$ cat config.mk
export PLATFORM = sky130hd
export DESIGN_NAME = lcd_nibble_write_sequencer_flat
export DESIGN_NICKNAME = d
export VERILOG_FILES = /design/src/rtl/lcdns_pkg.sv /design/src/rtl/lcdns_if.sv /design/src/rtl/lcdns_digits.sv /design/src/rtl/lcd_nibble_write_sequencer.sv /design/src/flat_wrapper.sv
export SDC_FILE = /design/constraint.sdc
export NUM_CORES = 1
export LEC_CHECK = 0
export BUFFER_PORTS_ARGS = -buffer_cell sky130_fd_sc_hd__clkbuf_2
export CORE_UTILIZATION = 45
export DETAILED_ROUTE_END_ITERATION = 7
export GPL_TIMING_DRIVEN = 0
export PLACE_DENSITY_LB_ADDON = 0.2
export SLEW_MARGIN = 40
export SYNTH_ARGS = -nofsm -noshare
export SYNTH_HDL_FRONTEND = slang
export SYNTH_HIERARCHICAL = 1
export SYNTH_SLANG_ARGS = --single-unit
$ cat constraint.sdc
create_clock -name clk_i -period 15.3 [get_ports clk_i]
set_input_delay 3.06 -clock clk_i [delete_from_list [all_inputs] [get_ports clk_i]]
set_output_delay 3.06 -clock clk_i [all_outputs]
set_load 0.01 [all_outputs]
$ cat src/rtl/lcdns_pkg.sv
// Types, constants and microcode ROM of the LCD nibble write sequencer.
package lcdns_pkg;

  localparam int unsigned PC_W   = 5;
  localparam int unsigned DIGITS = 5;
  localparam int unsigned CNT_W  = $clog2(DIGITS + 1);

  typedef logic [PC_W-1:0] pc_t;
  typedef logic [CNT_W-1:0] cnt_t;

  typedef enum logic [1:0] {
    OP_COMMAND   = 2'd0,
    OP_CHARACTER = 2'd1,
    OP_NUMBER    = 2'd2,
    OP_INIT      = 2'd3
  } op_e;

  typedef enum logic [1:0] {
    ACT_WAIT,
    ACT_EMIT,
    ACT_DIV,
    ACT_JUMP
  } act_e;

  typedef enum logic [1:0] {
    SRC_VALUE,
    SRC_CONST,
    SRC_DIGIT
  } src_e;

  typedef enum logic [1:0] {
    LAST_NO,
    LAST_YES,
    LAST_NO_DIGITS,
    LAST_ONE_DIGIT
  } last_e;

  typedef enum logic [2:0] {
    COND_NEXT,
    COND_ALWAYS,
    COND_DIV_MORE,
    COND_SAME_NUMBER,
    COND_NO_DIGITS,
    COND_MORE_DIGITS
  } cond_e;

  typedef struct packed {
    act_e        act;
    src_e        src;
    logic        hi;
    logic        rs;
    logic        pop;
    last_e       last;
    cond_e       cond;
    pc_t         target;
    logic [7:0]  konst;
  } uword_t;

  typedef struct packed {
    logic load;
    logic step;
    logic pop;
  } dig_ctrl_t;

  typedef struct packed {
    logic       more;
    cnt_t       count;
    logic [3:0] top;
  } dig_stat_t;

  localparam pc_t PC_IDLE      = pc_t'(0);
  localparam pc_t PC_COMMAND   = pc_t'(1);
  localparam pc_t PC_CHARACTER = pc_t'(3);
  localparam pc_t PC_INIT      = pc_t'(5);
  localparam pc_t PC_NUMBER    = pc_t'(13);
  localparam pc_t PC_DIGITS    = pc_t'(17);
  localparam pc_t PC_DIGIT_OUT = pc_t'(18);

  localparam logic [7:0]  CMD_CLEAR    = 8'h01;
  localparam logic [7:0]  CMD_FUNCTION = 8'h28;
  localparam logic [7:0]  CMD_ENTRY    = 8'h06;
  localparam logic [7:0]  CMD_DISPLAY  = 8'h0F;
  localparam logic [3:0]  ASCII_DIGIT_HI = 4'h3;
  localparam logic [16:0] DIV10_RECIP  = 17'd52429;
  localparam int unsigned DIV10_SHIFT  = 19;

  function automatic uword_t uw(act_e act, src_e src, logic hi, logic rs, logic pop,
                                last_e last, cond_e cond, pc_t target, logic [7:0] konst);
    uword_t w;
    w.act    = act;
    w.src    = src;
    w.hi     = hi;
    w.rs     = rs;
    w.pop    = pop;
    w.last   = last;
    w.cond   = cond;
    w.target = target;
    w.konst  = konst;
    return w;
  endfunction

  function automatic pc_t entry(op_e op);
    pc_t p;
    unique case (op)
      OP_COMMAND:   p = PC_COMMAND;
      OP_CHARACTER: p = PC_CHARACTER;
      OP_NUMBER:    p = PC_NUMBER;
      OP_INIT:      p = PC_INIT;
      default:      p = PC_IDLE;
    endcase
    return p;
  endfunction

  function automatic uword_t ucode(pc_t pc);
    uword_t w;
    unique case (pc)
      5'd0:  w = uw(ACT_WAIT, SRC_VALUE, 1'b0, 1'b0, 1'b0, LAST_NO, COND_NEXT, PC_IDLE, 8'h00);
      5'd1:  w = uw(ACT_EMIT, SRC_VALUE, 1'b1, 1'b0, 1'b0, LAST_NO, COND_NEXT, PC_IDLE, 8'h00);
      5'd2:  w = uw(ACT_EMIT, SRC_VALUE, 1'b0, 1'b0, 1'b0, LAST_YES, COND_ALWAYS, PC_IDLE,
                    8'h00);
      5'd3:  w = uw(ACT_EMIT, SRC_VALUE, 1'b1, 1'b1, 1'b0, LAST_NO, COND_NEXT, PC_IDLE, 8'h00);
      5'd4:  w = uw(ACT_EMIT, SRC_VALUE, 1'b0, 1'b1, 1'b0, LAST_YES, COND_ALWAYS, PC_IDLE,
                    8'h00);
      5'd5:  w = uw(ACT_EMIT, SRC_CONST, 1'b1, 1'b0, 1'b0, LAST_NO, COND_NEXT, PC_IDLE,
                    CMD_CLEAR);
      5'd6:  w = uw(ACT_EMIT, SRC_CONST, 1'b0, 1'b0, 1'b0, LAST_NO, COND_NEXT, PC_IDLE,
                    CMD_CLEAR);
      5'd7:  w = uw(ACT_EMIT, SRC_CONST, 1'b1, 1'b0, 1'b0, LAST_NO, COND_NEXT, PC_IDLE,
                    CMD_FUNCTION);
      5'd8:  w = uw(ACT_EMIT, SRC_CONST, 1'b0, 1'b0, 1'b0, LAST_NO, COND_NEXT, PC_IDLE,
                    CMD_FUNCTION);
      5'd9:  w = uw(ACT_EMIT, SRC_CONST, 1'b1, 1'b0, 1'b0, LAST_NO, COND_NEXT, PC_IDLE,
                    CMD_ENTRY);
      5'd10: w = uw(ACT_EMIT, SRC_CONST, 1'b0, 1'b0, 1'b0, LAST_NO, COND_NEXT, PC_IDLE,
                    CMD_ENTRY);
      5'd11: w = uw(ACT_EMIT, SRC_CONST, 1'b1, 1'b0, 1'b0, LAST_NO, COND_NEXT, PC_IDLE,
                    CMD_DISPLAY);
      5'd12: w = uw(ACT_EMIT, SRC_CONST, 1'b0, 1'b0, 1'b0, LAST_YES, COND_ALWAYS, PC_IDLE,
                    CMD_DISPLAY);
      5'd13: w = uw(ACT_DIV, SRC_VALUE, 1'b0, 1'b0, 1'b0, LAST_NO, COND_DIV_MORE, PC_NUMBER,
                    8'h00);
      5'd14: w = uw(ACT_JUMP, SRC_VALUE, 1'b0, 1'b0, 1'b0, LAST_NO, COND_SAME_NUMBER,
                    PC_DIGITS, 8'h00);
      5'd15: w = uw(ACT_EMIT, SRC_CONST, 1'b1, 1'b0, 1'b0, LAST_NO, COND_NEXT, PC_IDLE,
                    CMD_CLEAR);
      5'd16: w = uw(ACT_EMIT, SRC_CONST, 1'b0, 1'b0, 1'b0, LAST_NO_DIGITS, COND_NEXT, PC_IDLE,
                    CMD_CLEAR);
      5'd17: w = uw(ACT_JUMP, SRC_VALUE, 1'b0, 1'b0, 1'b0, LAST_NO, COND_NO_DIGITS, PC_IDLE,
                    8'h00);
      5'd18: w = uw(ACT_EMIT, SRC_DIGIT, 1'b1, 1'b1, 1'b0, LAST_NO, COND_NEXT, PC_IDLE, 8'h00);
      5'd19: w = uw(ACT_EMIT, SRC_DIGIT, 1'b0, 1'b1, 1'b1, LAST_ONE_DIGIT, COND_MORE_DIGITS,
                    PC_DIGIT_OUT, 8'h00);
      default: w = uw(ACT_JUMP, SRC_VALUE, 1'b0, 1'b0, 1'b0, LAST_NO, COND_ALWAYS, PC_IDLE,
                      8'h00);
    endcase
    return w;
  endfunction

endpackage

$ cat src/rtl/lcdns_if.sv
// Valid/ready channel interfaces for input items and output nibbles.
interface lcdns_in_if;
  logic        valid;
  logic        ready;
  logic [1:0]  operation;
  logic [31:0] value;

  modport source (output valid, output operation, output value, input ready);
  modport sink   (input valid, input operation, input value, output ready);
endinterface

interface lcdns_out_if;
  logic       valid;
  logic       ready;
  logic       register_select;
  logic [3:0] nibble;
  logic       last;

  modport source (output valid, output register_select, output nibble, output last,
                  input ready);
  modport sink   (input valid, input register_select, input nibble, input last,
                  output ready);
endinterface

$ cat src/rtl/lcdns_digits.sv
// Decimal digit unit: one divide-by-ten step per cycle into a digit stack.
module lcdns_digits import lcdns_pkg::*; (
  input  logic        clk_i,
  input  logic        rst_ni,
  input  dig_ctrl_t   ctrl_i,
  input  logic [15:0] value_i,
  output dig_stat_t   stat_o
);

  logic [15:0] work_q;
  cnt_t        count_q;
  logic [3:0]  stack_q [DIGITS];

  logic [32:0] prod;
  logic [15:0] quot;
  logic [15:0] quot10;
  logic [15:0] rem;

  always_comb begin
    prod   = 33'(work_q) * 33'(DIV10_RECIP);
    quot   = 16'(prod[32:DIV10_SHIFT]);
    quot10 = (quot << 3) + (quot << 1);
    rem    = work_q - quot10;
  end

  always_ff @(posedge clk_i or negedge rst_ni) begin
    if (!rst_ni) begin
      count_q <= '0;
    end else if (ctrl_i.load) begin
      count_q <= '0;
    end else if (ctrl_i.step) begin
      count_q <= count_q + cnt_t'(1);
    end else if (ctrl_i.pop) begin
      count_q <= count_q - cnt_t'(1);
    end
  end

  always_ff @(posedge clk_i) begin
    if (ctrl_i.load) begin
      work_q <= value_i;
    end else if (ctrl_i.step) begin
      work_q     <= quot;
      stack_q[0] <= rem[3:0];
      for (int i = 1; i < DIGITS; i++) begin
        stack_q[i] <= stack_q[i-1];
      end
    end else if (ctrl_i.pop) begin
      for (int i = 0; i < DIGITS - 1; i++) begin
        stack_q[i] <= stack_q[i+1];
      end
    end
  end

  assign stat_o.more  = (work_q != '0);
  assign stat_o.count = count_q;
  assign stat_o.top   = stack_q[0];

endmodule

$ cat src/rtl/lcd_nibble_write_sequencer.sv
// Top level: microcoded sequencer that turns display operations into nibble writes.
//
// in_i carries one operation per transaction: command byte, character byte,
// show number or init sequence. out_o carries one nibble write per transaction
// with its register-select bit and a last flag on the final nibble of the item.
// Every byte goes out high nibble first.
// A ROM program stepped by a program counter does the work, one step per cycle
// except while it waits for input or for the receiver to take a nibble.
// For show number the program runs the divide-by-ten steps, one per decimal
// digit (d digits, up to 5), writes a clear command unless the number equals
// the last one shown, then writes the digits, with last on the final nibble.
// Digit conversion runs one divide-by-ten per cycle, most significant digit out
// first from a small stack.
// in_i.ready is high only while the sequencer waits at its first step.
// When the receiver stalls, the nibble holds in the output register and the
// program stops on its current emit step.
// Reset returns the program to its idle step, empties the output register and
// clears the last shown number to zero.
module lcd_nibble_write_sequencer import lcdns_pkg::*; (
  input  logic  clk_i,
  input  logic  rst_ni,
  lcdns_in_if.sink    in_i,
  lcdns_out_if.source out_o
);

  pc_t        pc_q, pc_d;
  logic [7:0] byte_q;
  logic       same_q;
  logic [31:0] shown_q;
  logic       out_valid_q;
  logic       rs_q;
  logic [3:0] nib_q;
  logic       last_q;

  uword_t     w;
  dig_ctrl_t  dig_ctrl;
  dig_stat_t  dig_stat;
  logic       fire;
  logic       accept;
  logic       out_free;
  logic       cond_true;
  logic [7:0] src_byte;
  logic [3:0] nib_d;
  logic       last_d;
  logic       emit;

  lcdns_digits u_digits (
    .clk_i   (clk_i),
    .rst_ni  (rst_ni),
    .ctrl_i  (dig_ctrl),
    .value_i (in_i.value[15:0]),
    .stat_o  (dig_stat)
  );

  assign w        = ucode(pc_q);
  assign out_free = !out_valid_q || out_o.ready;
  assign in_i.ready = (w.act == ACT_WAIT);
  assign accept   = in_i.valid && in_i.ready;

  always_comb begin
    fire = 1'b1;
    unique case (w.act)
      ACT_WAIT: fire = in_i.valid;
      ACT_EMIT: fire = out_free;
      ACT_DIV:  fire = 1'b1;
      ACT_JUMP: fire = 1'b1;
      default:  fire = 1'b1;
    endcase

    unique case (w.cond)
      COND_NEXT:        cond_true = 1'b0;
      COND_ALWAYS:      cond_true = 1'b1;
      COND_DIV_MORE:    cond_true = dig_stat.more;
      COND_SAME_NUMBER: cond_true = same_q;
      COND_NO_DIGITS:   cond_true = (dig_stat.count == '0);
      COND_MORE_DIGITS: cond_true = (dig_stat.count > cnt_t'(1));
      default:          cond_true = 1'b1;
    endcase

    pc_d = pc_q;
    if (fire) begin
      if (w.act == ACT_WAIT) begin
        pc_d = entry(op_e'(in_i.operation));
      end else if (cond_true) begin
        pc_d = w.target;
      end else begin
        pc_d = pc_q + pc_t'(1);
      end
    end

    emit = fire && (w.act == ACT_EMIT);

    dig_ctrl.load = accept && (op_e'(in_i.operation) == OP_NUMBER);
    dig_ctrl.step = (w.act == ACT_DIV) && dig_stat.more;
    dig_ctrl.pop  = emit && w.pop;

    case (w.src)
      SRC_VALUE: src_byte = byte_q;
      SRC_CONST: src_byte = w.konst;
      SRC_DIGIT: src_byte = {ASCII_DIGIT_HI, dig_stat.top};
      default:   src_byte = byte_q;
    endcase
    nib_d = w.hi ? src_byte[7:4] : src_byte[3:0];

    unique case (w.last)
      LAST_NO:        last_d = 1'b0;
      LAST_YES:       last_d = 1'b1;
      LAST_NO_DIGITS: last_d = (dig_stat.count == '0);
      LAST_ONE_DIGIT: last_d = (dig_stat.count == cnt_t'(1));
      default:        last_d = 1'b0;
    endcase
  end

  always_ff @(posedge clk_i or negedge rst_ni) begin
    if (!rst_ni) begin
      pc_q        <= PC_IDLE;
      out_valid_q <= 1'b0;
      shown_q     <= '0;
    end else begin
      pc_q <= pc_d;
      if (emit) begin
        out_valid_q <= 1'b1;
      end else if (out_o.ready) begin
        out_valid_q <= 1'b0;
      end
      if (dig_ctrl.load) begin
        shown_q <= in_i.value;
      end
    end
  end

  always_ff @(posedge clk_i) begin
    if (accept) begin
      byte_q <= in_i.value[7:0];
      same_q <= (shown_q == in_i.value);
    end
    if (emit) begin
      rs_q   <= w.rs;
      nib_q  <= nib_d;
      last_q <= last_d;
    end
  end

  assign out_o.valid           = out_valid_q;
  assign out_o.register_select = rs_q;
  assign out_o.nibble          = nib_q;
  assign out_o.last            = last_q;

endmodule
$ cat src/flat_wrapper.sv
// flat-port wrapper written by rule: the top's interface ports become plain ports
module lcd_nibble_write_sequencer_flat import lcdns_pkg::*;
  (clk_i, rst_ni, in_i_valid, in_i_operation, in_i_value, in_i_ready, out_o_valid, out_o_register_select, out_o_nibble, out_o_last, out_o_ready);
  lcdns_in_if in_i_i ();
  lcdns_out_if out_o_i ();
  input  logic clk_i;
  input  logic rst_ni;
  input wire logic [$bits(in_i_i.valid)-1:0] in_i_valid;
  input wire logic [$bits(in_i_i.operation)-1:0] in_i_operation;
  input wire logic [$bits(in_i_i.value)-1:0] in_i_value;
  output wire logic [$bits(in_i_i.ready)-1:0] in_i_ready;
  output wire logic [$bits(out_o_i.valid)-1:0] out_o_valid;
  output wire logic [$bits(out_o_i.register_select)-1:0] out_o_register_select;
  output wire logic [$bits(out_o_i.nibble)-1:0] out_o_nibble;
  output wire logic [$bits(out_o_i.last)-1:0] out_o_last;
  input wire logic [$bits(out_o_i.ready)-1:0] out_o_ready;
  assign in_i_i.valid = in_i_valid;
  assign in_i_i.operation = in_i_operation;
  assign in_i_i.value = in_i_value;
  assign in_i_ready = in_i_i.ready;
  assign out_o_valid = out_o_i.valid;
  assign out_o_register_select = out_o_i.register_select;
  assign out_o_nibble = out_o_i.nibble;
  assign out_o_last = out_o_i.last;
  assign out_o_i.ready = out_o_ready;
  lcd_nibble_write_sequencer u_core (.clk_i(clk_i), .rst_ni(rst_ni), .in_i(in_i_i), .out_o(out_o_i));
endmodule
==> summary.log <==
[timing] final worst path period share 43.7%
[final_layout] Antenna Diode Count 0
[yosys] synth unique cells 66
[grt] vias in the first global route 6603
[yosys] share of the yosys chip area belonging to registers 27.1%
[final_layout] Layout Area Growth over Synthesis 9.60%
[timing] final-report hold violation count 0
[yosys] ys async rst share 44.6%
[timing] max_slew headroom 48.4%
[floorplanning] top-level I/O count 46
[status] run status complete, no violations
[final_layout] most frequent cells in the layout 186 x sky130_fd_sc_hd__inv_1, 153 x sky130_fd_sc_hd__ha_1, 81 x sky130_fd_sc_hd__fa_1, 51 x sky130_fd_sc_hd__edfxtp_1, 46 x sky130_fd_sc_hd__mux2_2
[detailed_routing] vias post-DR 6167
[critical_path] Crit Path Class reg2reg
[detailed_routing] count of nets left with antenna violations after detail routing 0
[clocking] clock latency on the worst-skew pair 0.35 ns
[timing] number of setup violations in the final report 0
[floorplanning] area of the core 20400 um2
[yosys] number of standard cells after synthesis 881
[critical_path] element type at the critical path start flop
[placement] Detail Placement HPWL 16600 um
[timing] RSZ-0062 raised after global routing no
[final_layout] area of the multi-input gates 6070 um2
[detailed_routing] wire per inst 16.5 um
[timing] final number of max-transition violations 0
[detailed_routing] post-route DRC violation count 0
[floorplanning] number of rows created at floorplan 52
[clocking] number of buffers inserted during clock tree synthesis 9
[clocking] post-CTS clock slew at the launch and capture registers of the worst setup and hold paths 0.07 ns
[yosys] count of warnings emitted by yosys 6
[final_layout] most common cell after layout, fill and taps aside sky130_fd_sc_hd__inv_1
[detailed_routing] drt via density 5.09
[yosys] count of state elements after synthesis 92
[final_layout] # nets final 1209
[floorplanning] initial cell density of the core 46.3%
[grt] remaining global-route overflow 0
[timing] worst clock skew on the final layout 0.00781 ns
[yosys] dominant synthesized flop cell sky130_fd_sc_hd__edfxtp_1
[grt] GRT Util Overall 20.4%
[timing] slew at the pin with the worst max-slew slack 0.771 ns
[yosys] average cell area after synthesis 10.7 um2
[grt] number of antenna violations at the first check in global routing 0
[floorplanning] die width 147 um
[critical_path] Worst setup EP type flop
[final_layout] filler cell count in the final layout 1894
[yosys] number of flops mapped to enable cells by yosys 51
[detailed_routing] iteration count of the initial detailed-routing pass 5
[clocking] largest buffer count on any clock path 2
[timing] min Tclk post-route 6.68 ns
[clocking] root buffer cell sky130_fd_sc_hd__clkbuf_16
[critical_path] Required @ worst endpoint 15.40 ns
[floorplanning] Die Ht 147 um
[min_path] worst hold path type reg2reg
[grt] largest net degree at the start of global routing 42
[clocking] CTS tree done
[critical_path] Crit Path Max Fanout 7
[clocking] post-CTS setup buffers 0
[final_layout] share of final-layout standard cells stronger than drive strength 1 14.2%
[clocking] quantity of hold-fixing buffers added after cts 0
[final_layout] Sequential Area 2560 um2
[timing] Max Clk Rate 150 MHz
[detailed_routing] wire length after detailed routing 20000 um
[grt] wire length of the first global-routing pass 34100 um
[timing] accumulated negative setup slack 0 ns
[floorplanning] DIE AREA 21500 um2
[clocking] post-cts repair resize count 0
[yosys] Synthesized Nets 1153
[critical_path] reg-to-reg setup timing slack 8.62 ns
[yosys] mapped cell area 9420 um2
[clocking] clock sinks 92
[placement] RD Place Congestion 0.937
[job] Maximum Capacitance Violations 0
[placement] count of buffers from port buffering 45
[detailed_routing] initial detailed-routing violation count 329
[critical_path] Arr. time, crit path 6.78 ns
[clocking] H-tree Lvls 3
-- routing by layer --
layer	vias up	share of wire (%)	GRT usage, %
met1	2988	50	29.0
met5	-	0	0
met3	26	2.9	2.53
li1	3043	-	-
met2	110	46	32.7
met4	0	1.7	5.73
-- worst max-delay path, stage by stage, from the launching register on --
cell and delay [ns]:
sky130_fd_sc_hd__edfxtp_1 0.62, sky130_fd_sc_hd__inv_1 0.08, sky130_fd_sc_hd__ha_1 0.41, sky130_fd_sc_hd__inv_1 0.09
sky130_fd_sc_hd__fa_1 0.51, sky130_fd_sc_hd__inv_1 0.05, sky130_fd_sc_hd__fa_1 0.51, sky130_fd_sc_hd__fa_1 0.46
sky130_fd_sc_hd__fa_1 0.50, sky130_fd_sc_hd__inv_1 0.05, sky130_fd_sc_hd__fa_1 0.52, sky130_fd_sc_hd__inv_1 0.04
sky130_fd_sc_hd__ha_1 0.28, sky130_fd_sc_hd__nand2_1 0.05, sky130_fd_sc_hd__o21ai_1 0.32, sky130_fd_sc_hd__o21ai_0 0.20
sky130_fd_sc_hd__a21oi_1 0.25, sky130_fd_sc_hd__nor2_1 0.08, sky130_fd_sc_hd__xnor2_1 0.21, sky130_fd_sc_hd__ha_1 0.30
sky130_fd_sc_hd__a221oi_1 0.33, sky130_fd_sc_hd__xnor2_1 0.19, sky130_fd_sc_hd__xnor2_1 0.10, sky130_fd_sc_hd__mux2_2 0.26
-- logic make-up after synthesis --
group                      synth area share (%)
AOI/OAI and AO/OA                          7.28
buffers and inverters                      8.66
xor gates and xnor gates                   5.21
muxes                                      6.71
adders and majority gates                  37.5
and+or+nand+nor                            7.46
DFF                                        27.1
-- area by class of cell --
type	instances	area share, %
multi-input combinational	582	58.7
clock inverter	7	0.921
tap	270	3.27
inverter	186	6.76
buffer	21	1.14
sequential	92	24.8
clock buffer	9	2.18
timing repair buffer	45	2.21
-- sequential cells by signal, indices dropped and copies added, names as in the netlist, 3 cells and up --
signal / flops
u_core/byte_q: 8
u_core/u_digits/work_q: 16
u_core/shown_q: 32
u_core/u_digits/stack_q: 20
u_core/pc_q: 5
u_core/u_digits/count_q: 3
u_core/out_o.nibble: 4
-- final timing paths --
path / startpoint / to / cells after the start
min: u_core/u_digits/stack_q[0][13] / u_core/u_digits/stack_q[1][1] / 0
min in group asynchronous: rst_ni / u_core/pc_q[1] / 1
max in group asynchronous: rst_ni / u_core/shown_q[14] / 1
max reg2reg: u_core/u_digits/work_q[3] / u_core/u_digits/stack_q[0][3] / 23
max: u_core/u_digits/work_q[3] / u_core/u_digits/stack_q[0][3] / 23
min reg2reg: u_core/u_digits/stack_q[0][13] / u_core/u_digits/stack_q[1][1] / 0
-- per-stage QoR --
| stage | cell area (um2) | hold slack [ns] | worst slack (ns) | utilization, % | instances |
|---|---|---|---|---|---|
| 2_1_floorplan | 9420 | 0.420 | 9.39 | - | 881 |
| 3_3_place_gp | 9980 | 0.451 | 7.99 | 49.0 | 1196 |
| 3_5_place_dp | 10000 | 0.428 | 8.01 | 49.1 | 1196 |
| 4_1_cts | 10300 | 0.462 | 8.38 | 50.7 | 1212 |
| 5_1_grt | 10300 | 0.467 | 8.22 | 50.7 | 1212 |
| 6_report | 10300 | 0.461 | 8.62 | 50.7 | 1212 |
-- synth_stat cells, drive strengths merged, types with 3 or more instances --
library cell | number | area [um2]
buf | 14 | 91.3
ha | 153 | 1910
nor4 | 11 | 83.8
dfrtp | 41 | 1030
xnor2 | 14 | 123
a21oi | 32 | 160
nand2 | 39 | 146
xor2 | 42 | 368
nand4 | 7 | 50.1
o21ai | 26 | 130
nor3 | 11 | 60.1
mux2 | 49 | 552
nand2b | 4 | 25.0
a21o | 5 | 37.5
clkbuf | 7 | 26.3
mux2i | 8 | 80.1
and2 | 5 | 31.3
nor2b | 7 | 46.3
a22o | 3 | 26.3
edfxtp | 51 | 1530
nor2 | 28 | 105
o21a | 5 | 37.5
nand3 | 6 | 30.0
a211o | 4 | 35.0
fa | 81 | 1620
inv | 186 | 698
Power is left out: the tool's default activity adds up to more than one toggle a clock period on the data nets, which glitch-free logic cannot reach.
